$ cat config.mk
export PLATFORM = sky130hd
export DESIGN_NAME = pse_fifo
export DESIGN_NICKNAME = d
export VERILOG_FILES = /design/src/rtl/pse_fifo.sv
export SDC_FILE = /design/constraint.sdc
export NUM_CORES = 1
export LEC_CHECK = 0
export BUFFER_PORTS_ARGS = -buffer_cell sky130_fd_sc_hd__buf_2
export CAP_MARGIN = 20
export CORE_MARGIN = 3
export CORE_UTILIZATION = 56
export CTS_BUF_LIST = sky130_fd_sc_hd__clkbuf_8
export DETAILED_ROUTE_END_ITERATION = 8
export PLACE_DENSITY = 0.82
export RECOVER_POWER = 100
export SYNTH_ARGS = -nofsm -noshare
export SYNTH_HDL_FRONTEND = slang
export SYNTH_SLANG_ARGS = --single-unit
$ cat constraint.sdc
create_clock -name clk -period 3.6 [get_ports clk]
set_input_delay 0.18 -clock clk [delete_from_list [all_inputs] [get_ports clk]]
set_output_delay 0.18 -clock clk [all_outputs]
set_load 0.02 [all_outputs]
$ cat src/rtl/pse_fifo.sv
// Small synchronous first-in first-out queue of register entries.
// Used between the front and back parts and as the result buffer. Uses pse_pkg for nothing.
`timescale 1ns / 1ps

module pse_fifo #(
	parameter int Width = 8,
	parameter int Depth = 2
) (
	input  logic             clk,
	input  logic             arst_n,
	input  logic             wr,
	input  logic [Width-1:0] wdata,
	output logic             full,
	input  logic             rd,
	output logic [Width-1:0] rdata,
	output logic             empty
);

	localparam int PW = (Depth > 1) ? $clog2(Depth) : 1;
	localparam int CW = $clog2(Depth + 1);

	logic [Width-1:0] mem_q [Depth];
	logic [PW-1:0]    wp_q;
	logic [PW-1:0]    rp_q;
	logic [CW-1:0]    cnt_q;
	logic             wr_ok;
	logic             rd_ok;

	assign full  = (cnt_q == CW'(Depth));
	assign empty = (cnt_q == '0);
	assign wr_ok = wr && !full;
	assign rd_ok = rd && !empty;
	assign rdata = mem_q[rp_q];

	always_ff @(posedge clk) begin
		if (wr_ok) begin
			mem_q[wp_q] <= wdata;
		end
	end

	always_ff @(posedge clk or negedge arst_n) begin
		if (!arst_n) begin
			wp_q  <= '0;
			rp_q  <= '0;
			cnt_q <= '0;
		end else begin
			if (wr_ok) begin
				wp_q <= (wp_q == PW'(Depth - 1)) ? '0 : wp_q + 1'b1;
			end
			if (rd_ok) begin
				rp_q <= (rp_q == PW'(Depth - 1)) ? '0 : rp_q + 1'b1;
			end
			if (wr_ok && !rd_ok) begin
				cnt_q <= cnt_q + 1'b1;
			end else if (rd_ok && !wr_ok) begin
				cnt_q <= cnt_q - 1'b1;
			end
		end
	end

	a_cnt_bound: assert property (@(posedge clk) disable iff (!arst_n)
		cnt_q <= CW'(Depth))
		else $error("fifo count beyond depth");

	a_ptr_gap: assert property (@(posedge clk) disable iff (!arst_n)
		(cnt_q == '0 || cnt_q == CW'(Depth)) |-> (wp_q == rp_q))
		else $error("fifo pointers disagree with count");

	a_no_overrun: assert property (@(posedge clk) disable iff (!arst_n)
		wr |-> !full)
		else $error("write into full fifo");

endmodule

==> results.ini, run 1 <==
[power]
comb_power_share_pct=33.9
p_int_w=0.000504
p_clk_share_pct=18.1
leakage_nw=0.367
seq_power_share_pct=48.0
p_switching_w=0.000276
p_per_area_nw_per_um2=833
vdd_ir_drop_max_v=0.000560
switching_share_pct=35.4

[yosys]
synthTopCellsByArea=edfxtp_1, dfrtp_1, mux2_1
synth_top_family_by_area=multiplexers
syn_nets=57
ys_warn_count=0
synth.largest_area_cell=edfxtp_1
synth_xor_area_share_pct=6.56
ys_seq_area_share_pct=74.2
netlist_area_um2=782
yosysTopAreaCellShare_pct=61.4
synth-simple-area-share_pct=3.84
synth_area_per_cell_um2=17.8
synthAdderAreaFrac_pct=1.60
synth_cells=44
yosysUniqueCellTypes=15
muxShareOfSynthArea_pct=11.5
synth_compound_area_share_pct=0.640
synth_seq_cells=20

[worst_setup_path]
crit_buf_inv=0
path_delay_family=simple AND/OR/NAND/NOR gates
path_max_fanout=8
critPathLaunchType=flip-flop
cp.required_ns=3.48
cp_cell_sequence=nand2b_1 -> nand2_1 -> nor2_1
critPathSlowestCell=nor2_1
cpPeakStageDelay_ns=0.54
critPathArrivalTime_ns=1.51
cp-end-kind=flip-flop
path_class=reg -> reg

[cells_and_area]
final_cell_mix=edfxtp_1, clkbuf_1, buf_2, mux2_1, dfrtp_1
drive_above_1_share_pct=21.7
diodes=0
area_growth_pct=19.8
final_common_cell=edfxtp_1
fin_util_pct=78.0
nets=83
fill_cells=79

[global_route]
grt_pass1_vias=456
grt_pass1_wl_mm=1.88
antenna_found_initial=0
grt_overflow=0
grt_use_total_pct=13.3
grt_max_degree=12

[sta]
post-route-period-util_pct=45.2
slew_headroom_pct=55.9
setup_viol=0
finalCriticalPeriod_ns=1.63
worst_pin_slew_ns=0.659
finClkSkew_ns=0.00406
rsz0062_at_grt=false
fin_tns_setup_ns=0
slew_violations=0
finalHoldViolations=0
max_freq_ghz=0.615

[drt]
drt_wl_total_mm=1.17
drtPass1Iterations=3
detail-route-antenna-nets=0
viasPerCell=5.10
drc=0
drt_iter0_markers=2
wl_per_cell_um=14.0
vias=423

[placement]
dp_hpwl_um=872
port_buffers=21
gp_congestion=0.643

[floorplan]
core_um2=1200
start_util_pct=65.1
io_pins=22
rows=12
die_height_um=43.4
die_w_um=43.4
die_area_um2=1880

[cts]
postCtsSetupBuffers=0
cts-root-buf=clkbuf_8
cts_buffer_depth=2
numCtsBuffers=3
cts_tree=built
h-tree-depth=1
clock_latency_ns=0.25
clk_pin_slew_ns=0.07
cts.sinks=20

[run_status]
status=finished, final reports clean

[worst_hold_path]
min_path_type=in -> reg

[run]
cap_violations=0

[cell usage after synthesis, drive strengths merged]
master and count:
xnor2 3, dfrtp 4, edfxtp 16, mux2 8
nor2 3, xor2 2, inv 2, o21ai 1
and3 1, nand2 1, nand2b 1, buf 1
ha 1
[metrics by stage]
step | cells | total power (W) | worst slack [ns] | cell area, µm² | hold slack [ns]
2_1_floorplan | 44 | 0.000575 | 2.21 | 782 | -0.116
3_3_place_gp | 78 | 0.000648 | 2.10 | 900 | -0.00952
3_5_place_dp | 78 | 0.000661 | 2.02 | 900 | -0.0120
4_1_cts | 83 | 0.000805 | 2.00 | 955 | 0.113
5_1_grt | 83 | 0.000824 | 1.84 | 937 | 0.108
6_report | 83 | 0.000780 | 1.97 | 937 | 0.113
[power by group through the flow]
stage | clock network [W] | logic, W | registers, W
final | 0.000141 | 0.000264 | 0.000375
after detailed placement | 0 | 0.000281 | 0.000380
after CTS | 0.000145 | 0.000284 | 0.000376
after global routing | 0.000154 | 0.000289 | 0.000381
after floorplan | 0 | 0.000223 | 0.000352
after global placement | 0 | 0.000272 | 0.000376
[sequential cells by signal, indices dropped and copies added, names as in the netlist]
register and cells:
cnt_q 2, rp_q 1, wp_q 1, mem_q 16
[final timing paths]
path | from | end | slack, ns | cells after the start
setup / recovery | cnt_q[0] | mem_q[0][4] | 1.97 | 3
hold / removal | wdata[6] | mem_q[1][6] | 0.11 | 1
setup reg to reg | cnt_q[0] | mem_q[0][4] | 1.97 | 3
hold reg to reg | wp_q | wp_q | 0.53 | 1
max in group asynchronous | arst_n | wp_q | 3.13 | 2
min in group asynchronous | arst_n | cnt_q[1] | 0.29 | 2
[cell families after synthesis]
| logic type | after synthesis |
|---|---|
| fa+ha+maj | 1 |
| xor+xnor | 5 |
| buf+inv | 3 |
| mux | 8 |
| compound gates | 1 |
| flops | 20 |
| simple gates | 6 |
[layout make-up]
class	instances	area, µm²	area share [%]
multi-input combinational	21	186	19.9
timing repair buffer	22	100	10.7
tap	14	17.5	1.87
sequential	20	581	61.9
inverter	2	7.51	0.801
clock buffer	3	41.3	4.41
clock inverter	1	3.75	0.401
[per-layer routing]
metal	part of all wire, %	global-route usage (%)
met1	45	17.4
met2	47	22.4
met3	7.3	4.56
met4	0	1.81
met5	0	0
[what timing repair did]
item                                    4_1_cts  5_1_grt
hold endpoints to repair                      4        0
gates resized for setup                       0        0
endpoints found under the setup margin        0        0
hold buffers                                  1        0
Note: power is estimated with default switching activity, not from simulation.
==> run 2: changes to the inputs <==
- CORE_UTILIZATION: 56 -> 47
- PLACE_DENSITY: 0.82 -> 0.73
- clock period: 3.6 -> 1.33 ns (I/O delays scaled with it)
==> results.ini, run 2 (same netlist as run 1, synthesis figures left out) <==
[sta]
worst_pin_slew_ns=0.212
finalHoldViolations=0
slew_headroom_pct=85.8
finClkSkew_ns=0.00470
max_freq_ghz=0.745
fin_ws_ns=-0.0122
rsz0062_at_grt=true
holdWs_ns=0.0386
setup_viol=1
post-route-period-util_pct=101
slew_violations=0
finalCriticalPeriod_ns=1.34
fin_tns_setup_ns=-0.0122

[power]
comb_power_share_pct=46.8
leakage_nw=0.482
p_per_area_nw_per_um2=2240
p_int_w=0.00172
seq_power_share_pct=38.4
p_clk_share_pct=14.8
design_power_total_w=0.00260
switching_share_pct=33.8
p_switching_w=0.000880
vdd_ir_drop_max_v=0.00138

[drt]
drtPass1Iterations=4
drt_wl_total_mm=1.44
drt_iter0_markers=14
detail-route-antenna-nets=0
wl_per_cell_um=14.3
viasPerCell=5.05
vias=510
drc=0

[cts]
clock_latency_ns=0.25
h-tree-depth=1
numCtsBuffers=3
cts_buffer_depth=2
cts.sinks=20
cts_tree=built
clk_pin_slew_ns=0.07
cts-root-buf=clkbuf_8

[placement]
gp_congestion=0.655
port_buffers=21
dp_hpwl_um=971
placedCellCount=86

[worst_setup_path]
reg2reg_to=cnt_q[1]
path_class=reg -> out
critPathArrivalTime_ns=1.28
critPathLaunchType=flip-flop
rr_startpoint=cnt_q[1]
cp-end-kind=output pin
cpPeakStageDelay_ns=0.41
cp.required_ns=1.26
ff2ff_setup_slack_ns=0
critPathSlowestCell=dfrtp_2
r2r_cells=5
path_max_fanout=4
cp_cell_sequence=buf_4 -> mux2_1 -> buf_2

[floorplan]
die_height_um=46.8
rows=14
io_pins=22
start_util_pct=50.7
die_w_um=46.8
die_area_um2=2190
core_um2=1540

[cells_and_area]
area_growth_pct=48.8
multiInputGateArea_um2=235
final_common_cell=edfxtp_1
final_cell_mix=edfxtp_1, buf_2, dlygate4sd3_1, buf_4
drive_above_1_share_pct=49.4
fill_cells=109
regMostFlops=mem_q
regArea_um2=583
nets=99
largest_reg_flops=16
final_cells=101
diodes=0
reg.largest.list=mem_q (16), cnt_q (2)

[global_route]
grt_overflow=0
antenna_found_initial=0
grt_max_degree=12
grt_use_total_pct=14.7
grt_pass1_wl_mm=2.17
grt_pass1_vias=542

[worst_hold_path]
worstHoldStart=wdata[7]
whs_path_depth=1
min_to=mem_q[1][7]
min_path_type=in -> reg

[run_status]
status=complete, but fails checks
failed_checks=setup timing

[run]
cap_violations=0

[run 2: final cells by class]
cell class	count	share of cell area (%)
Clock inverter	1	0.323
Tap cell	16	1.72
Sequential cell	20	50.1
Timing Repair Buffer	38	23.4
Multi-Input combinational cell	21	20.2
Inverter	2	0.645
Clock buffer	3	3.55
[run 2: layer usage]
layer	up-vias	GRT usage, %	routed length, µm
met5	-	0	0
met4	0	8.84	9
met3	4	3.83	80
met2	22	26.6	785
met1	244	14.9	567
li1	240	-	-
[run 2: critical path, delay by kind of cell (launching register included)]
kind / cells / cell delay (ns)
flops: 1 / 0.41
buf+inv: 2 / 0.32
mux: 1 / 0.30
[run 2: worst max-delay path by stage]
stage | from | end
2_1_floorplan | cnt_q[0] | cnt_q[1]
3_5_place_dp | cnt_q[0] | cnt_q[1]
4_1_cts | rp_q | rdata[6]
5_1_grt | cnt_q[0] | cnt_q[1]
3_3_place_gp | cnt_q[1] | cnt_q[1]
6_report | rp_q | rdata[5]
[run 2: metrics by stage]
| stage | utilization (%) | worst slack [ns] | cell area (µm²) |
|---|---|---|---|
| finish | 75.5 | -0.0122 | 1160 |
| global route | 75.5 | -0.0565 | 1160 |
| CTS | 70.9 | -0.00333 | 1090 |
| detailed placement | 62.4 | -0.0647 | 962 |
| global placement | 62.4 | 0.0384 | 962 |
| floorplan | - | 0.00359 | 797 |
[run 2: power groups by stage]
stage / clock network, W / registers, W / logic, W
after floorplan: 0 / 0.000965 / 0.000632
after global routing: 0.000418 / 0.00102 / 0.00130
after detailed placement: 0 / 0.00104 / 0.000896
after global placement: 0 / 0.00102 / 0.000869
after CTS: 0.000394 / 0.00103 / 0.00101
final: 0.000386 / 0.000999 / 0.00122
[run 2: what timing repair did]
item,in CTS,in global routing
buffers inserted,2,2
pin swaps,2,0
resized for setup,6,13
endpoints found under the hold margin,11,4
hold buffers,5,2
setup endpoints to repair,9,26
==> run 3: changes to the inputs <==
- ABC_AREA: unset -> 1
==> results.ini, run 3 <==
[yosys]
synth_seq_cells=20
synth_cells=73
ys_warn_count=0
synthTopCellsByArea=edfxtp_1, nand2_1, dfrtp_1
netlist_area_um2=810
synth-edff-count=16
yosysUniqueCellTypes=14
async_flop_share_pct=20.0
yosysTopAreaCellShare_pct=59.4
synth.largest_area_cell=edfxtp_1
yosysMostFrequentCell=nand2_1
ys_seq_area_share_pct=71.7
ys.flop_type=edfxtp_1
synth_area_per_cell_um2=11.1
syn_nets=86
synth_common_cells=nand2_1, edfxtp_1, inv_1, dfrtp_1

[run_status]
status=finished, final reports clean

[power]
p_per_area_nw_per_um2=2310
leakage_nw=0.516
comb_power_share_pct=39.4
vdd_ir_drop_max_v=0.00145
p_switching_w=0.000967
p_clk_share_pct=22.3
design_power_total_w=0.00265
p_int_w=0.00168
switching_share_pct=36.5
seq_power_share_pct=38.3

[cells_and_area]
final_cell_mix=nand2_1, edfxtp_1, buf_2, dlygate4sd3_1, clkbuf_1
reg.largest.list=mem_q (16), cnt_q (2)
area_growth_pct=41.6
final_common_cell=nand2_1
regMostFlops=mem_q
nets=122
largest_reg_flops=16
drive_above_1_share_pct=32.4
diodes=0

[global_route]
antenna_found_initial=0
grt_max_degree=13
grt_use_total_pct=14.9
grt_pass1_wl_mm=2.24
grt_overflow=0
grt_pass1_vias=547

[sta]
finalCriticalPeriod_ns=1.26
fin_tns_setup_ns=0
slew_violations=0
max_freq_ghz=0.794
rsz0062_at_grt=true
finalHoldViolations=0
fin_ws_ns=0.0698
worst_pin_slew_ns=0.310
setup_viol=0
post-route-period-util_pct=94.8
finClkSkew_ns=0.00181
slew_headroom_pct=79.1

[drt]
detail-route-antenna-nets=0
vias=599
drc=0
drt_wl_total_mm=1.52
wl_per_cell_um=12.2
drtPass1Iterations=4
viasPerCell=4.83
drt_iter0_markers=11

[floorplan]
start_util_pct=51.9
die_w_um=47.5
io_pins=22
core_um2=1560
die_height_um=47.5
rows=14
die_area_um2=2260

[cts]
clk_pin_slew_ns=0.07
numCtsBuffers=3
cts.sinks=20
h-tree-depth=1
cts_tree=built
cts_buffer_depth=2
clock_latency_ns=0.25
cts-root-buf=clkbuf_8

[placement]
dp_hpwl_um=990
port_buffers=21
pre_cts_slack_ns=-0.0288
gp_congestion=0.707

[worst_setup_path]
cp.required_ns=1.30
ff2ff_setup_slack_ns=0.07
reg2reg_to=mem_q[0][5]
rr_startpoint=cnt_q[1]
path_class=reg -> reg
endpoint=mem_q[0][5]
path_max_fanout=8
critPathLaunchType=flip-flop
startpoint=cnt_q[1]
cp-end-kind=flip-flop
r2r_cells=6
critPathArrivalTime_ns=1.23

[worst_hold_path]
min_path_type=in -> reg
whs_path_depth=1

[run]
cap_violations=0

[run 3: cell type report]
cell class              count  area [µm²]
flip-flops and latches     20         583
fillers                   102         413
multi-input cells          44         225
repair buffers             32         214
clock buffers               3        41.3
inverters                   8        32.5
clock inverters             1        30.0
well taps                  16        20.0
[run 3: kinds of logic (layout without fill, tap and decap cells)]
kind of cell | count (synthesis) | in the layout | synth area share [%]
simple gates | 40 | 40 | 20.1
compound gates | 2 | 2 | 1.24
xor+xnor | 1 | 1 | 1.08
buf+inv | 9 | 44 | 4.33
flops | 20 | 20 | 71.7
fa+ha+maj | 1 | 1 | 1.55
[run 3: timing repair]
action / in CTS / in global routing
endpoints found under the hold margin: 16 / 1
buffers inserted: 0 / 0
pin swaps: 0 / 0
resized for setup: 3 / 8
setup endpoints to repair: 9 / 16
hold buffers: 7 / 1
[run 3: through the flow]
stage / hold WS [ns] / area [µm²] / utilization [%] / std cells
3_5_place_dp: -0.118 / 972 / 62.4 / 112
4_1_cts: 0.000892 / 1110 / 71.5 / 123
3_3_place_gp: -0.121 / 972 / 62.4 / 112
2_1_floorplan: -0.229 / 817 / - / 73
5_1_grt: 0.00109 / 1150 / 73.5 / 124
6_report: 0.00488 / 1150 / 73.5 / 124
[run 3: worst min-delay path by stage]
stage	start	to	slack (ns)
detailed placement	arst_n	cnt_q[0]	-0.12
floorplan	arst_n	cnt_q[0]	-0.23
CTS	wdata[4]	mem_q[1][4]	0.0009
global route	wdata[4]	mem_q[1][4]	0.001
global placement	arst_n	cnt_q[0]	-0.12
finish	wdata[4]	mem_q[1][4]	0.005
[run 3: metal layers]
| metal | GRT usage, % | up-vias | routed length, µm |
|---|---|---|---|
| li1 | - | 305 | - |
| met1 | 17.6 | 276 | 676 |
| met2 | 24.9 | 16 | 784 |
| met3 | 3.38 | 2 | 45 |
| met4 | 8.29 | 0 | 11 |
| met5 | 0 | - | 0 |
[run 3: worst max-delay path, stage by stage (launching register included)]
cell and delay, ns:
dfrtp_2 0.44, inv_2 0.10, nor2_4 0.04, nor2_4 0.11, nand2_1 0.09, inv_2 0.08
buf_12 0.12
[run 3: power by group through the flow]
stage | sequential, W | combinational (W) | clock (W)
finish | 0.00101 | 0.00104 | 0.000591
global route | 0.00104 | 0.00118 | 0.000619
CTS | 0.00100 | 0.000994 | 0.000601
detailed placement | 0.00100 | 0.000973 | 0
global placement | 0.000996 | 0.000944 | 0
floorplan | 0.000949 | 0.000666 | 0
