File: src/rtl/pse_pkg.sv
// Shared types and constants for the prefix-sharing string encoder.
// Holds the input, queue and result word layouts. No dependencies.
`timescale 1ns / 1ps

package pse_pkg;

	localparam int MAX_STRING = 1024;
	localparam int POS_W = 16;
	localparam int CNT_W = 16;
	localparam logic [POS_W-1:0] POS_MAX = '1;
	localparam logic [CNT_W-1:0] CNT_MAX = '1;
	localparam int MID_DEPTH = 4;
	localparam int OUT_DEPTH = 2;

	localparam logic KIND_SUFFIX = 1'b0;
	localparam logic KIND_LENGTH = 1'b1;

	typedef struct packed {
		logic [7:0] str_byte;
		logic       byte_valid;
		logic       end_of_string;
		logic       first_of_page;
	} pse_in_t;

	typedef struct packed {
		logic             record_kind;
		logic [7:0]       suffix_byte;
		logic [CNT_W-1:0] prefix_length;
		logic [CNT_W-1:0] suffix_length;
		logic             length_overflow;
		logic             last_of_run;
	} pse_out_t;

	typedef struct packed {
		logic [7:0] data;
		logic       has_byte;
		logic       is_match;
		logic       closes;
	} pse_mid_t;

endpackage

File: src/rtl/pse_back.sv
// Back part: keeps prefix and suffix counts and turns classified words into
// suffix byte and length record results. Depends on pse_pkg.
`timescale 1ns / 1ps

module pse_back (
	input  logic              clk,
	input  logic              arst_n,
	input  pse_pkg::pse_mid_t entry,
	input  logic              mid_empty,
	output logic              mid_rd,
	output logic              out_wr,
	output pse_pkg::pse_out_t out_word,
	input  logic              out_full
);

	import pse_pkg::*;

	typedef enum logic {
		PH_BYTE,
		PH_RECORD
	} phase_t;

	phase_t           ph_q;
	logic [CNT_W-1:0] pc_q;
	logic [CNT_W-1:0] sc_q;
	logic             ov_q;
	logic [CNT_W-1:0] pc_n;
	logic [CNT_W-1:0] sc_n;
	logic             ov_n;
	logic             go;
	logic             eff_byte;
	logic             emit_byte;
	logic             emit_rec;

	assign go        = !mid_empty && !out_full;
	assign eff_byte  = (ph_q == PH_BYTE) && entry.has_byte;
	assign emit_byte = eff_byte && !entry.is_match;
	assign emit_rec  = entry.closes && !emit_byte;

	always_comb begin
		pc_n = pc_q;
		sc_n = sc_q;
		ov_n = ov_q;
		if (eff_byte && entry.is_match) begin
			if (pc_q == CNT_MAX) begin
				ov_n = 1'b1;
			end else begin
				pc_n = pc_q + 1'b1;
			end
		end
		if (emit_byte) begin
			if (sc_q == CNT_MAX) begin
				ov_n = 1'b1;
			end else begin
				sc_n = sc_q + 1'b1;
			end
		end
	end

	always_comb begin
		out_word = '0;
		if (emit_byte) begin
			out_word.record_kind = KIND_SUFFIX;
			out_word.suffix_byte = entry.data;
			out_word.last_of_run = !entry.closes;
		end else begin
			out_word.record_kind     = KIND_LENGTH;
			out_word.prefix_length   = pc_n;
			out_word.suffix_length   = sc_n;
			out_word.length_overflow = ov_n;
			out_word.last_of_run     = 1'b1;
		end
	end

	assign out_wr = go && (emit_byte || emit_rec);
	assign mid_rd = go && !(emit_byte && entry.closes);

	always_ff @(posedge clk or negedge arst_n) begin
		if (!arst_n) begin
			ph_q <= PH_BYTE;
			pc_q <= '0;
			sc_q <= '0;
			ov_q <= 1'b0;
		end else if (go) begin
			if (emit_byte && entry.closes) begin
				ph_q <= PH_RECORD;
				pc_q <= pc_n;
				sc_q <= sc_n;
				ov_q <= ov_n;
			end else if (entry.closes) begin
				ph_q <= PH_BYTE;
				pc_q <= '0;
				sc_q <= '0;
				ov_q <= 1'b0;
			end else begin
				pc_q <= pc_n;
				sc_q <= sc_n;
				ov_q <= ov_n;
			end
		end
	end

	a_record_phase: assert property (@(posedge clk) disable iff (!arst_n)
		(ph_q == PH_RECORD) |-> (!mid_empty && entry.closes))
		else $error("record phase without a closing word");

	a_counts_cleared: assert property (@(posedge clk) disable iff (!arst_n)
		(go && emit_rec) |=> (pc_q == '0 && sc_q == '0 && !ov_q && ph_q == PH_BYTE))
		else $error("counts not cleared after length record");

	a_hold_split: assert property (@(posedge clk) disable iff (!arst_n)
		(go && emit_byte && entry.closes) |-> !mid_rd)
		else $error("closing word dropped before its length record");

endmodule

File: config.mk
export PLATFORM = sky130hd
export DESIGN_NAME = pse_back
export DESIGN_NICKNAME = d
export VERILOG_FILES = /design/src/rtl/pse_pkg.sv /design/src/rtl/pse_back.sv
export SDC_FILE = /design/constraint.sdc
export NUM_CORES = 1
export LEC_CHECK = 0
export BUFFER_PORTS_ARGS = -buffer_cell sky130_fd_sc_hd__buf_2
export CORE_MARGIN = 2
export CORE_UTILIZATION = 45
export DETAILED_ROUTE_END_ITERATION = 7
export PLACE_DENSITY = 0.69
export SLEW_MARGIN = 20
export SYNTH_ARGS = -nofsm -noshare
export SYNTH_HDL_FRONTEND = slang
export SYNTH_SLANG_ARGS = --single-unit
File: constraint.sdc
create_clock -name clk -period 2 [get_ports clk]
set_input_delay 0 -clock clk [delete_from_list [all_inputs] [get_ports clk]]
set_output_delay 0 -clock clk [all_outputs]
set_load 0.005 [all_outputs]
==> results of run 1 <==
==> final timing paths <==
| path | depth (start not counted) | end | startpoint |
|---|---|---|---|
| max | 8 | out_word[21] | pc_q[1] |
| min | 3 | ph_q | entry[0] |
| max reg2reg | 9 | pc_q[5] | pc_q[1] |
| min reg2reg | 1 | sc_q[3] | sc_q[3] |
| max in group asynchronous | 2 | pc_q[15] | arst_n |
| min in group asynchronous | 2 | pc_q[6] | arst_n |
==> routing by layer <==
metal,part of all wire,GRT usage
met1,0.46,0.3294
met3,0.062,0.04186
met4,0.0094,0.06964
met5,0,0
met2,0.46,0.3643
==> final cells by class <==
class / instances / share of cell area
Multi-Input combinational cell: 253 / 0.4807
Sequential cell: 34 / 0.2617
Timing Repair Buffer: 104 / 0.1984
Tap cell: 70 / 0.02671
Clock buffer: 7 / 0.02633
Inverter: 4 / 0.004578
Clock inverter: 1 / 0.001526
==> worst register-to-register path, cell delays in order, from the launching register on <==
cell	delay, ns
sky130_fd_sc_hd__dfrtp_1	0.39
sky130_fd_sc_hd__ha_4	0.16
sky130_fd_sc_hd__nand3_2	0.06
sky130_fd_sc_hd__or4_4	0.60
sky130_fd_sc_hd__buf_6	0.17
sky130_fd_sc_hd__buf_4	0.14
sky130_fd_sc_hd__buf_6	0.11
sky130_fd_sc_hd__a21oi_2	0.11
sky130_fd_sc_hd__o21ai_1	0.08
sky130_fd_sc_hd__o31ai_1	0.07
==> kinds of logic after synthesis <==
family / after synthesis / synth area share
AO/OA/AOI/OAI: 54 / 0.1336
flip-flops: 34 / 0.3494
multiplexers: 2 / 0.008222
buffers and inverters: 22 / 0.04111
AND/OR/NAND/NOR: 176 / 0.3890
XOR/XNOR: 19 / 0.06835
adder cells (fa/ha/maj): 2 / 0.01028
==> state kept, by name (all words and copies together) (netlist names) <==
| signal | count |
|---|---|
| sc_q | 16 |
| pc_q | 16 |
| ov_q | 1 |
| ph_q | 1 |
==> power breakdown <==
part / total, mW / switching, mW / internal, mW
Clock: 0.537 / 0.259 / 0.278
Combinational: 0.370 / 0.202 / 0.168
Sequential: 0.757 / 0.0308 / 0.726
Total: 1.66 / 0.492 / 1.17
==> timing repair <==
action / CTS / global route
hold endpoints to repair: 34 / 0
endpoints found under the setup margin: 12 / 26
gates resized for setup: 12 / 20
hold buffers: 1 / 0
buffers inserted: 14 / 8
pin swaps: 6 / 12
==> stage by stage <==
stage | worst slack (ns) | hold slack, ns | power, mW
floorplan | 0.2002 | -0.2956 | 0.9535
global placement | 0.1635 | 0.1339 | 1.114
detailed placement | 0.1388 | 0.1303 | 1.117
CTS | -0.03870 | 0.04639 | 1.661
global route | -0.1472 | 0.08922 | 1.758
finish | -0.05609 | 0.05247 | 1.664
==> cell usage in the layout, fill, tap and decap left out, types with 2 or more instances in the layout <==
cell,n
sky130_fd_sc_hd__buf_2,59
sky130_fd_sc_hd__nor3_1,12
sky130_fd_sc_hd__nand2_1,27
sky130_fd_sc_hd__nand4_1,10
sky130_fd_sc_hd__o211ai_1,2
sky130_fd_sc_hd__a31oi_1,3
sky130_fd_sc_hd__a21oi_1,16
sky130_fd_sc_hd__nor4_1,4
sky130_fd_sc_hd__xnor2_1,8
sky130_fd_sc_hd__buf_6,4
sky130_fd_sc_hd__and4_1,3
sky130_fd_sc_hd__and2_1,27
sky130_fd_sc_hd__o21ai_0,15
sky130_fd_sc_hd__nor2_2,2
sky130_fd_sc_hd__and3_1,3
sky130_fd_sc_hd__xor2_1,11
sky130_fd_sc_hd__nand3_1,20
sky130_fd_sc_hd__o31ai_1,4
sky130_fd_sc_hd__or4_4,2
sky130_fd_sc_hd__inv_1,3
sky130_fd_sc_hd__dfrtp_1,28
sky130_fd_sc_hd__nor2_1,34
sky130_fd_sc_hd__o2111ai_1,2
sky130_fd_sc_hd__buf_4,40
sky130_fd_sc_hd__or2_2,3
sky130_fd_sc_hd__dfrtp_2,6
sky130_fd_sc_hd__mux2i_1,2
sky130_fd_sc_hd__o21ai_1,2
sky130_fd_sc_hd__clkbuf_8,6
sky130_fd_sc_hd__a31o_2,2
sky130_fd_sc_hd__a22o_1,2
sky130_fd_sc_hd__nand3_2,3
sky130_fd_sc_hd__a21oi_2,2
sky130_fd_sc_hd__or3_1,10
==> metrics.txt, run 1 <==
# TYPE chip_impl_metric gauge
chip_impl_metric{name="postPlaceCellArea",unit="um2"} 2898
chip_impl_metric{name="asyncSetResetFlopFracSynth",unit=""} 1.000
chip_impl_metric{name="grt_antenna_before_repair",unit=""} 0
chip_impl_metric{name="timing.slew.headroom",unit=""} 0.4663
chip_impl_metric{name="grt_pass1_wl",unit="um"} 11290
chip_impl_metric{name="regArea",unit="um2"} 858.3
chip_impl_info{name="list_of_cells_traversed_by_the_critical_path",value="ha_4, nand3_2, or4_4, buf_6, nand3_4, xor2_1, nor2_1, buf_2"} 1
chip_impl_info{name="rsz_0062_raised_after_global_routing",value="true"} 1
chip_impl_metric{name="timing.reg2reg.setup_slack",unit="ns"} 0.02
chip_impl_metric{name="layout.filler_cells",unit=""} 436
chip_impl_metric{name="cap_viol_max_count",unit=""} 0
chip_impl_info{name="critical-path-top-delay-family",value="simple AND/OR/NAND/NOR gates"} 1
chip_impl_metric{name="layout-drive-gt1-share",unit=""} 0.3524
chip_impl_info{name="category_of_the_most_critical_setup_path",value="flip-flop to output pin"} 1
chip_impl_metric{name="p_leak",unit="nW"} 1.519
chip_impl_metric{name="period_needed",unit="ns"} 2.056
chip_impl_info{name="critical_path_top_delay_cell",value="sky130_fd_sc_hd__or4_4"} 1
chip_impl_metric{name="clkSinkCount",unit=""} 34
chip_impl_info{name="setup.worst_path.end_class",value="output pin"} 1
chip_impl_metric{name="synth-seq-area-share",unit=""} 0.3494
chip_impl_metric{name="worst_pin_slew",unit="ns"} 0.8006
chip_impl_metric{name="overflow",unit=""} 0
chip_impl_info{name="violations",value="setup timing"} 1
chip_impl_metric{name="setup-tns-final",unit="ns"} -0.2279
chip_impl_metric{name="postSynthNetCount",unit=""} 326
chip_impl_info{name="worstSetupStartpointType",value="flip-flop"} 1
chip_impl_info{name="clock-root-buffer",value="sky130_fd_sc_hd__clkbuf_8"} 1
chip_impl_metric{name="path_clk_slew",unit="ns"} 0.07
chip_impl_metric{name="placed_cells",unit=""} 442
chip_impl_metric{name="synth-edff-count",unit=""} 0
chip_impl_metric{name="vias",unit=""} 2602
chip_impl_metric{name="start_util",unit=""} 0.4707
chip_impl_metric{name="synthCells",unit=""} 309
chip_impl_metric{name="dp_hpwl",unit="um"} 4719
chip_impl_metric{name="antenna-diode-count",unit=""} 0
chip_impl_metric{name="p_per_area",unit="nW/um2"} 507.4
chip_impl_info{name="ys_dominant_reg_cell",value="sky130_fd_sc_hd__dfrtp_1"} 1
chip_impl_metric{name="drt.antenna.violating_nets",unit=""} 0
chip_impl_metric{name="core_area",unit="um2"} 5172
chip_impl_metric{name="skew",unit="ns"} 0.005110
chip_impl_metric{name="synth_largest_type_area_fraction",unit=""} 0.3494
chip_impl_metric{name="die_w",unit="um"} 77.56
chip_impl_metric{name="syn_to_final_growth",unit="%"} 34.69
chip_impl_info{name="yosys-top-cells-area",value="sky130_fd_sc_hd__dfrtp_1, sky130_fd_sc_hd__and2_1, sky130_fd_sc_hd__nor2_1"} 1
chip_impl_info{name="yosysMostFrequentCell",value="sky130_fd_sc_hd__nor2_1"} 1
chip_impl_metric{name="worst-endpoint-arrival",unit="ns"} 2.06
chip_impl_metric{name="share_of_the_core_filled_with_cells_in_the_final_layout",unit=""} 0.6340
chip_impl_metric{name="timing_max_transition_violations_final",unit=""} 0
chip_impl_metric{name="finalWeightedCongestion",unit=""} 0.8682
chip_impl_metric{name="syn-mean-instance-area",unit="um2"} 7.880
chip_impl_metric{name="clk_latency",unit="ns"} 0.29
chip_impl_metric{name="crit_required",unit="ns"} 2.00
chip_impl_metric{name="clock_tree.buffer_depth",unit=""} 2
chip_impl_metric{name="drt-vias-per-instance",unit=""} 5.501
chip_impl_metric{name="post-route-period-util",unit=""} 1.028
chip_impl_info{name="tritoncts",value="done"} 1
chip_impl_metric{name="max_clock_freq",unit="GHz"} 0.4864
chip_impl_metric{name="post_layout_nonfiller_instances",unit=""} 473
chip_impl_metric{name="worstPathBufferInverterCount",unit=""} 2
chip_impl_metric{name="yosys_register_bits",unit=""} 34
chip_impl_metric{name="report.final.hold_viol_count",unit=""} 0
chip_impl_metric{name="post_synth_instance_area",unit="um2"} 2435
chip_impl_metric{name="dieHeight",unit="um"} 77.56
chip_impl_metric{name="finish.instance_area",unit="um2"} 3279
chip_impl_metric{name="die_area",unit="um2"} 6015
chip_impl_metric{name="gr_util_all_layers",unit=""} 0.2330
chip_impl_metric{name="io-pin-count",unit=""} 60
chip_impl_metric{name="ctsHtreeMaxLevel",unit=""} 2
chip_impl_metric{name="drcViolationCount",unit=""} 0
chip_impl_metric{name="cts_made_buffers",unit=""} 5
chip_impl_metric{name="crit_path_max_cell_delay",unit="ns"} 0.60
chip_impl_metric{name="worstPathMaxFanout",unit=""} 6
chip_impl_metric{name="detail_route.wl_per_cell",unit="um"} 14.45
chip_impl_metric{name="yosysUniqueCellTypes",unit=""} 46
chip_impl_metric{name="yosysWarnings",unit=""} 0
chip_impl_info{name="status",value="finished with violations"} 1
chip_impl_metric{name="first_global_vias",unit=""} 2396
chip_impl_metric{name="port_buffers",unit=""} 59
chip_impl_metric{name="drt_first_pass_iters",unit=""} 5
chip_impl_metric{name="route.final.wire_length",unit="um"} 6837
chip_impl_info{name="synth_commonest_cells",value="sky130_fd_sc_hd__nor2_1, sky130_fd_sc_hd__dfrtp_1, sky130_fd_sc_hd__nand2_1"} 1
chip_impl_metric{name="finish.net_count",unit=""} 419
chip_impl_metric{name="vdd_ir_drop_max",unit="mV"} 0.3593
chip_impl_metric{name="multi_input_comb_area",unit="um2"} 1577
chip_impl_metric{name="final.setup.worst_slack",unit="ns"} -0.05609
chip_impl_info{name="netlist.top_cell.by_area",value="sky130_fd_sc_hd__dfrtp_1"} 1
chip_impl_metric{name="maximum_number_of_pins_on_one_net_before_global_route_repair",unit=""} 35
chip_impl_metric{name="placementRows",unit=""} 26
chip_impl_info{name="hold_path.class",value="primary input to flip-flop"} 1
chip_impl_metric{name="setup_viol_count_final",unit=""} 7
chip_impl_metric{name="drt_first_iter_violations",unit=""} 198
(Power assumes the default switching activity.)
==> run 2: changes to the inputs <==
Settings changed: BUFFER_PORTS_ARGS -buffer_cell sky130_fd_sc_hd__buf_2 to unset, CORE_ASPECT_RATIO set to 1.25, CORE_MARGIN 2 to 4, DONT_BUFFER_PORTS set to 1, PLACE_DENSITY 0.69 to 0.6.
==> metrics.txt, run 2 (synthesized netlist as in run 1, its figures left out) <==
# TYPE chip_impl_metric gauge
chip_impl_metric{name="total_power",unit="mW"} 1.621
chip_impl_metric{name="clock_tree.buffer_depth",unit=""} 2
chip_impl_metric{name="core_area",unit="um2"} 5152
chip_impl_info{name="reg2reg_to",value="pc_q[12]"} 1
chip_impl_metric{name="vdd_ir_drop_max",unit="mV"} 0.3377
chip_impl_metric{name="report.final.hold_viol_count",unit=""} 0
chip_impl_metric{name="period_needed",unit="ns"} 1.934
chip_impl_metric{name="grt_antenna_before_repair",unit=""} 0
chip_impl_metric{name="placementRows",unit=""} 29
chip_impl_metric{name="timing.slew.headroom",unit=""} 0.7389
chip_impl_info{name="status",value="finished clean"} 1
chip_impl_info{name="tritoncts",value="done"} 1
chip_impl_metric{name="post_layout_nonfiller_instances",unit=""} 401
chip_impl_metric{name="die_w",unit="um"} 73.79
chip_impl_metric{name="timing_max_transition_violations_final",unit=""} 0
chip_impl_metric{name="dieHeight",unit="um"} 90.24
chip_impl_metric{name="worstPathMaxFanout",unit=""} 5
chip_impl_metric{name="cts_made_buffers",unit=""} 5
chip_impl_metric{name="path_clk_slew",unit="ns"} 0.07
chip_impl_metric{name="p_leak",unit="nW"} 1.204
chip_impl_info{name="crit-reg2reg-launch",value="pc_q[7]"} 1
chip_impl_metric{name="overflow",unit=""} 0
chip_impl_metric{name="ctsHtreeMaxLevel",unit=""} 2
chip_impl_info{name="critical_path_top_delay_cell",value="sky130_fd_sc_hd__or4_4"} 1
chip_impl_metric{name="timing.reg2reg.setup_slack",unit="ns"} 0.08
chip_impl_info{name="setup_crit_end",value="out_word[22]"} 1
chip_impl_metric{name="drt_first_pass_iters",unit=""} 4
chip_impl_metric{name="maximum_number_of_pins_on_one_net_before_global_route_repair",unit=""} 35
chip_impl_metric{name="skew",unit="ns"} 0.004868
chip_impl_metric{name="layout.filler_cells",unit=""} 505
chip_impl_metric{name="placed_cells",unit=""} 376
chip_impl_metric{name="worst_r2r_path_depth",unit=""} 6
chip_impl_metric{name="clk_latency",unit="ns"} 0.29
chip_impl_metric{name="crit_path_max_cell_delay",unit="ns"} 0.57
chip_impl_metric{name="port_buffers",unit=""} 0
chip_impl_metric{name="crit_required",unit="ns"} 2.00
chip_impl_info{name="rsz_0062_raised_after_global_routing",value="true"} 1
chip_impl_metric{name="io-pin-count",unit=""} 60
chip_impl_metric{name="worst-endpoint-arrival",unit="ns"} 1.93
chip_impl_metric{name="finalWeightedCongestion",unit=""} 0.8101
chip_impl_info{name="hold_path.class",value="primary input to output pin"} 1
chip_impl_metric{name="dp_hpwl",unit="um"} 4801
chip_impl_info{name="layout.cells.most_common",value="sky130_fd_sc_hd__buf_4"} 1
chip_impl_info{name="list_of_cells_traversed_by_the_critical_path",value="ha_4, nand3_2, or4_4, nand4_1, xor2_1, nor2_1"} 1
chip_impl_metric{name="worst_pin_slew",unit="ns"} 0.3899
chip_impl_metric{name="syn_to_final_growth",unit="%"} 20.25
chip_impl_metric{name="gr_util_all_layers",unit=""} 0.2059
chip_impl_metric{name="clkSinkCount",unit=""} 34
chip_impl_metric{name="drt.antenna.violating_nets",unit=""} 0
chip_impl_metric{name="start_util",unit=""} 0.4726
chip_impl_metric{name="grt_pass1_wl",unit="um"} 10920
chip_impl_metric{name="p_per_area",unit="nW/um2"} 553.6
chip_impl_metric{name="first_global_vias",unit=""} 2171
chip_impl_metric{name="drt-vias-per-instance",unit=""} 5.950
chip_impl_info{name="worstSetupStartpointType",value="flip-flop"} 1
chip_impl_metric{name="setup_viol_count_final",unit=""} 0
chip_impl_metric{name="drcViolationCount",unit=""} 0
chip_impl_metric{name="cap_viol_max_count",unit=""} 0
chip_impl_metric{name="vias",unit=""} 2386
chip_impl_info{name="clock-root-buffer",value="sky130_fd_sc_hd__clkbuf_8"} 1
chip_impl_metric{name="post-route-period-util",unit=""} 0.9670
chip_impl_metric{name="die_area",unit="um2"} 6659
chip_impl_metric{name="route.final.wire_length",unit="um"} 6853
chip_impl_info{name="category_of_the_most_critical_setup_path",value="flip-flop to output pin"} 1
chip_impl_metric{name="antenna-diode-count",unit=""} 0
chip_impl_info{name="setup.worst_path.end_class",value="output pin"} 1
chip_impl_metric{name="drt_first_iter_violations",unit=""} 175
chip_impl_info{name="layout.cells.most_common_list",value="sky130_fd_sc_hd__buf_4, sky130_fd_sc_hd__nor2_1, sky130_fd_sc_hd__nand2_1"} 1
chip_impl_metric{name="setup-tns-final",unit="ns"} 0
chip_impl_metric{name="detail_route.wl_per_cell",unit="um"} 17.09
chip_impl_metric{name="max_clock_freq",unit="GHz"} 0.5170
chip_impl_info{name="worst_setup_path_startpoint",value="pc_q[0]"} 1
chip_impl_info{name="regs_by_ff_count",value="pc_q x16, sc_q x16"} 1
chip_impl_metric{name="layout-drive-gt1-share",unit=""} 0.2301
chip_impl_metric{name="finish.net_count",unit=""} 355
-- run 2: worst min-delay path by stage --
stage / from / to / slack (ns) / cells after the start
after floorplan: arst_n / ov_q / -0.30 / 0
after global placement: arst_n / pc_q[3] / -0.29 / 0
after detailed placement: arst_n / pc_q[3] / -0.29 / 0
after CTS: entry[0] / out_word[0] / 0.05 / 1
after global routing: entry[0] / out_word[0] / 0.06 / 1
final: entry[0] / out_word[0] / 0.05 / 1
-- run 2: final cells by class --
class                      count  area (um2)  area share
tap                           62       77.57     0.02650
timing repair buffer          39       310.3      0.1060
sequential                    34       859.6      0.2936
clock buffer                   7       86.33     0.02949
inverter                       4       15.01    0.005128
multi-input combinational    254        1574      0.5376
clock inverter                 1       5.005    0.001709
-- run 2: what timing repair did --
| item | in CTS | in global routing |
|---|---|---|
| endpoints found under the setup margin | 7 | 22 |
| pin swaps | 4 | 4 |
| endpoints found under the hold margin | 36 | 0 |
| resized for setup | 4 | 21 |
| setup buffers | 3 | 10 |
| gates cloned | 0 | 1 |
| hold buffers | 3 | 0 |
-- run 2: metrics by stage --
stage / worst slack [ns] / hold WS (ns) / util / cell area [um2]
after floorplan: 0.2002 / -0.2956 / - / 2435
after global placement: 0.1342 / -0.2947 / 0.5058 / 2606
after detailed placement: 0.1049 / -0.2945 / 0.5058 / 2606
after CTS: 0.02037 / 0.04545 / 0.5376 / 2770
after global routing: -0.03063 / 0.06319 / 0.5682 / 2928
final: 0.06592 / 0.04508 / 0.5682 / 2928
-- run 2: per-layer routing --
layer  vias to the layer above  track usage  wire length (um)
li1                       1158            -                 -
met3                         6      0.03348               244
met2                        54       0.3713              3719
met5                         -            0                 0
met4                         0      0.05136                67
met1                      1168       0.2458              2821
-- run 2: where the power goes --
| group | internal (mW) | leakage [nW] | switching (mW) |
|---|---|---|---|
| clock | 0.278 | 0.0482 | 0.260 |
| sequential | 0.729 | 0.458 | 0.0501 |
| combinational | 0.135 | 0.698 | 0.169 |
| total | 1.14 | 1.20 | 0.480 |
-- run 2: critical path: cells and delay by family, from the launching register on --
family | cells | cell delay [ns]
xor gates and xnor gates | 1 | 0.16
adders and majority gates | 1 | 0.18
DFF | 1 | 0.40
and+or+nand+nor | 4 | 0.91
==> run 3: changes to the inputs <==
Settings changed: CORE_MARGIN 4 to unset, CTS_BUF_LIST set to sky130_fd_sc_hd__clkbuf_2 sky130_fd_sc_hd__clkbuf_4 sky130_fd_sc_hd__clkbuf_8.
==> metrics.txt, run 3 (synthesized netlist as in run 1, its figures left out) <==
# TYPE chip_impl_metric gauge
chip_impl_metric{name="overflow",unit=""} 0
chip_impl_metric{name="path_clk_slew",unit="ns"} 0.07
chip_impl_metric{name="vias",unit=""} 2366
chip_impl_metric{name="cts_made_buffers",unit=""} 5
chip_impl_metric{name="drt_first_iter_violations",unit=""} 128
chip_impl_metric{name="timing.slew.headroom",unit=""} 0.7049
chip_impl_metric{name="worstPathMaxFanout",unit=""} 6
chip_impl_info{name="tritoncts",value="done"} 1
chip_impl_info{name="layout.cells.most_common_list",value="sky130_fd_sc_hd__buf_4, sky130_fd_sc_hd__nor2_1, sky130_fd_sc_hd__and2_1, sky130_fd_sc_hd__dfrtp_1, sky130_fd_sc_hd__nand2_1"} 1
chip_impl_metric{name="vdd_ir_drop_max",unit="mV"} 0.3586
chip_impl_metric{name="first_global_vias",unit=""} 2203
chip_impl_metric{name="clock_tree.buffer_depth",unit=""} 2
chip_impl_metric{name="timing.reg2reg.setup_slack",unit="ns"} 0.07
chip_impl_metric{name="maximum_number_of_pins_on_one_net_before_global_route_repair",unit=""} 35
chip_impl_metric{name="dieHeight",unit="um"} 84.24
chip_impl_info{name="clock-root-buffer",value="sky130_fd_sc_hd__clkbuf_8"} 1
chip_impl_info{name="layout.cells.most_common",value="sky130_fd_sc_hd__buf_4"} 1
chip_impl_metric{name="die_area",unit="um2"} 5711
chip_impl_info{name="hold_end",value="out_word[0]"} 1
chip_impl_info{name="topRoutingLayerUsed",value="met4"} 1
chip_impl_metric{name="p_per_area",unit="nW/um2"} 536.0
chip_impl_info{name="crit-reg2reg-launch",value="pc_q[9]"} 1
chip_impl_metric{name="clkSinkCount",unit=""} 34
chip_impl_info{name="worstSetupStartpointType",value="flip-flop"} 1
chip_impl_metric{name="start_util",unit=""} 0.4726
chip_impl_info{name="category_of_the_most_critical_setup_path",value="flip-flop to output pin"} 1
chip_impl_metric{name="worstPathBufferInverterCount",unit=""} 0
chip_impl_info{name="setup.worst_path.end_class",value="output pin"} 1
chip_impl_metric{name="antenna-diode-count",unit=""} 0
chip_impl_metric{name="met1_length",unit="um"} 2665
chip_impl_metric{name="worst-path-stages",unit=""} 5
chip_impl_metric{name="core_area",unit="um2"} 5152
chip_impl_info{name="critical-path-top-delay-family",value="simple AND/OR/NAND/NOR gates"} 1
chip_impl_metric{name="drt_first_pass_iters",unit=""} 4
chip_impl_info{name="hold_path.startpoint",value="entry[0]"} 1
chip_impl_metric{name="port_buffers",unit=""} 0
chip_impl_info{name="crit_top_cell",value="sky130_fd_sc_hd__nand4_1"} 1
chip_impl_metric{name="worst_hold_path.num_cells",unit=""} 1
chip_impl_info{name="reg2reg_to",value="pc_q[15]"} 1
chip_impl_metric{name="report.final.hold_viol_count",unit=""} 0
chip_impl_metric{name="route.final.wire_length",unit="um"} 6840
chip_impl_metric{name="grt_pass1_wl",unit="um"} 10480
chip_impl_metric{name="timing_max_transition_violations_final",unit=""} 0
chip_impl_metric{name="worst_pin_slew",unit="ns"} 0.4393
chip_impl_info{name="regs_by_ff_count",value="pc_q x16, sc_q x16"} 1
chip_impl_metric{name="share_of_the_core_filled_with_cells_in_the_final_layout",unit=""} 0.5753
chip_impl_metric{name="routed-wl-met3",unit="um"} 316
chip_impl_metric{name="ctsHtreeMaxLevel",unit=""} 2
chip_impl_info{name="rsz_0062_raised_after_global_routing",value="true"} 1
chip_impl_metric{name="drt.antenna.violating_nets",unit=""} 0
chip_impl_metric{name="worst-endpoint-arrival",unit="ns"} 1.99
chip_impl_metric{name="total_power",unit="mW"} 1.589
chip_impl_metric{name="drcViolationCount",unit=""} 0
chip_impl_metric{name="drt-vias-per-instance",unit=""} 5.886
chip_impl_metric{name="gr_util_all_layers",unit=""} 0.2427
chip_impl_metric{name="period_needed",unit="ns"} 1.994
chip_impl_metric{name="dp_hpwl",unit="um"} 4634
chip_impl_metric{name="setup_viol_count_final",unit=""} 0
chip_impl_info{name="hold_path.class",value="primary input to output pin"} 1
chip_impl_metric{name="io-pin-count",unit=""} 60
chip_impl_info{name="list_of_cells_traversed_by_the_critical_path",value="nand4_1, or4_4, nand4_1, xor2_1, nor2_1"} 1
chip_impl_metric{name="layout-drive-gt1-share",unit=""} 0.2529
chip_impl_metric{name="die_w",unit="um"} 67.79
chip_impl_metric{name="skew",unit="ns"} 0.004028
chip_impl_metric{name="crit_path_max_cell_delay",unit="ns"} 0.60
chip_impl_metric{name="max_clock_freq",unit="GHz"} 0.5016
chip_impl_metric{name="placementRows",unit=""} 29
chip_impl_metric{name="detail_route.wl_per_cell",unit="um"} 17.01
chip_impl_metric{name="cap_viol_max_count",unit=""} 0
chip_impl_info{name="critical_path_top_delay_cell",value="sky130_fd_sc_hd__or4_4"} 1
chip_impl_metric{name="post-route-period-util",unit=""} 0.9968
chip_impl_metric{name="finish.net_count",unit=""} 357
chip_impl_metric{name="grt_antenna_before_repair",unit=""} 0
chip_impl_info{name="status",value="finished clean"} 1
chip_impl_metric{name="syn_to_final_growth",unit="%"} 21.74
chip_impl_metric{name="route.met2.wl",unit="um"} 3730
chip_impl_metric{name="worst_r2r_path_depth",unit=""} 7
chip_impl_metric{name="finalWeightedCongestion",unit=""} 0.9002
chip_impl_metric{name="p_leak",unit="nW"} 1.207
chip_impl_metric{name="clk_latency",unit="ns"} 0.29
chip_impl_metric{name="crit_required",unit="ns"} 2.00
[run 3: cell types whose count changed in the layout (fill, tap and decap cells not counted), sizes merged]
cell,delta
buf,+2
clkinv,-1
[run 3: area by class of cell]
cell class	count	area (um2)
repair buffers	41	332.8
well taps	62	77.57
inverters	4	15.01
flip-flops and latches	34	859.6
clock buffers	7	83.83
fillers	496	2188
multi-input cells	254	1595
[run 3: timing repair]
action,CTS,global route
hold buffers,3,0
endpoints found under the hold margin,36,0
cloned,0,1
setup endpoints to repair,7,29
pin swaps,4,12
resized for setup,6,27
setup buffers,3,12
[run 3: worst max-delay path by stage]
stage | start | slack [ns] | endpoint
2_1_floorplan | ph_q | 0.20 | pc_q[14]
5_1_grt | pc_q[6] | -0.14 | out_word[22]
3_3_place_gp | sc_q[1] | 0.13 | sc_q[14]
4_1_cts | pc_q[0] | -0.03 | out_word[21]
6_report | pc_q[6] | 0.006 | out_word[22]
3_5_place_dp | ph_q | 0.09 | sc_q[14]
[run 3: through the flow]
| stage | hold slack (ns) | TNS [ns] | area, um2 | setup WS, ns | instances |
|---|---|---|---|---|---|
| 2_1_floorplan | -0.2956 | 0 | 2435 | 0.2002 | 309 |
| 3_3_place_gp | -0.2947 | 0 | 2606 | 0.1328 | 376 |
| 3_5_place_dp | -0.2946 | 0 | 2606 | 0.09208 | 376 |
| 4_1_cts | 0.04219 | -0.08609 | 2769 | -0.02754 | 389 |
| 5_1_grt | 0.05586 | -0.5552 | 2964 | -0.1413 | 402 |
| 6_report | 0.04273 | 0 | 2964 | 0.006396 | 402 |
[run 3: worst reg2reg max path, cell delays in order, from the launching register on]
cell and delay [ns]:
sky130_fd_sc_hd__dfrtp_1 0.41, sky130_fd_sc_hd__nand4_1 0.19, sky130_fd_sc_hd__buf_4 0.20, sky130_fd_sc_hd__or3_4 0.36
sky130_fd_sc_hd__nand4_1 0.17, sky130_fd_sc_hd__buf_4 0.14, sky130_fd_sc_hd__nor4_1 0.04, sky130_fd_sc_hd__or3_1 0.30
[run 3: power by group]
part	internal, mW	leakage, nW	total, mW	switching, mW
logic	0.121	0.704	0.286	0.166
clock network	0.267	0.0452	0.519	0.252
registers	0.728	0.458	0.783	0.0548
[run 3: metal layers]
metal  up-vias  track usage
met4         0      0.08523
met3        15      0.05299
met1      1127       0.2758
met5         -            0
li1       1166            -
met2        58       0.4311
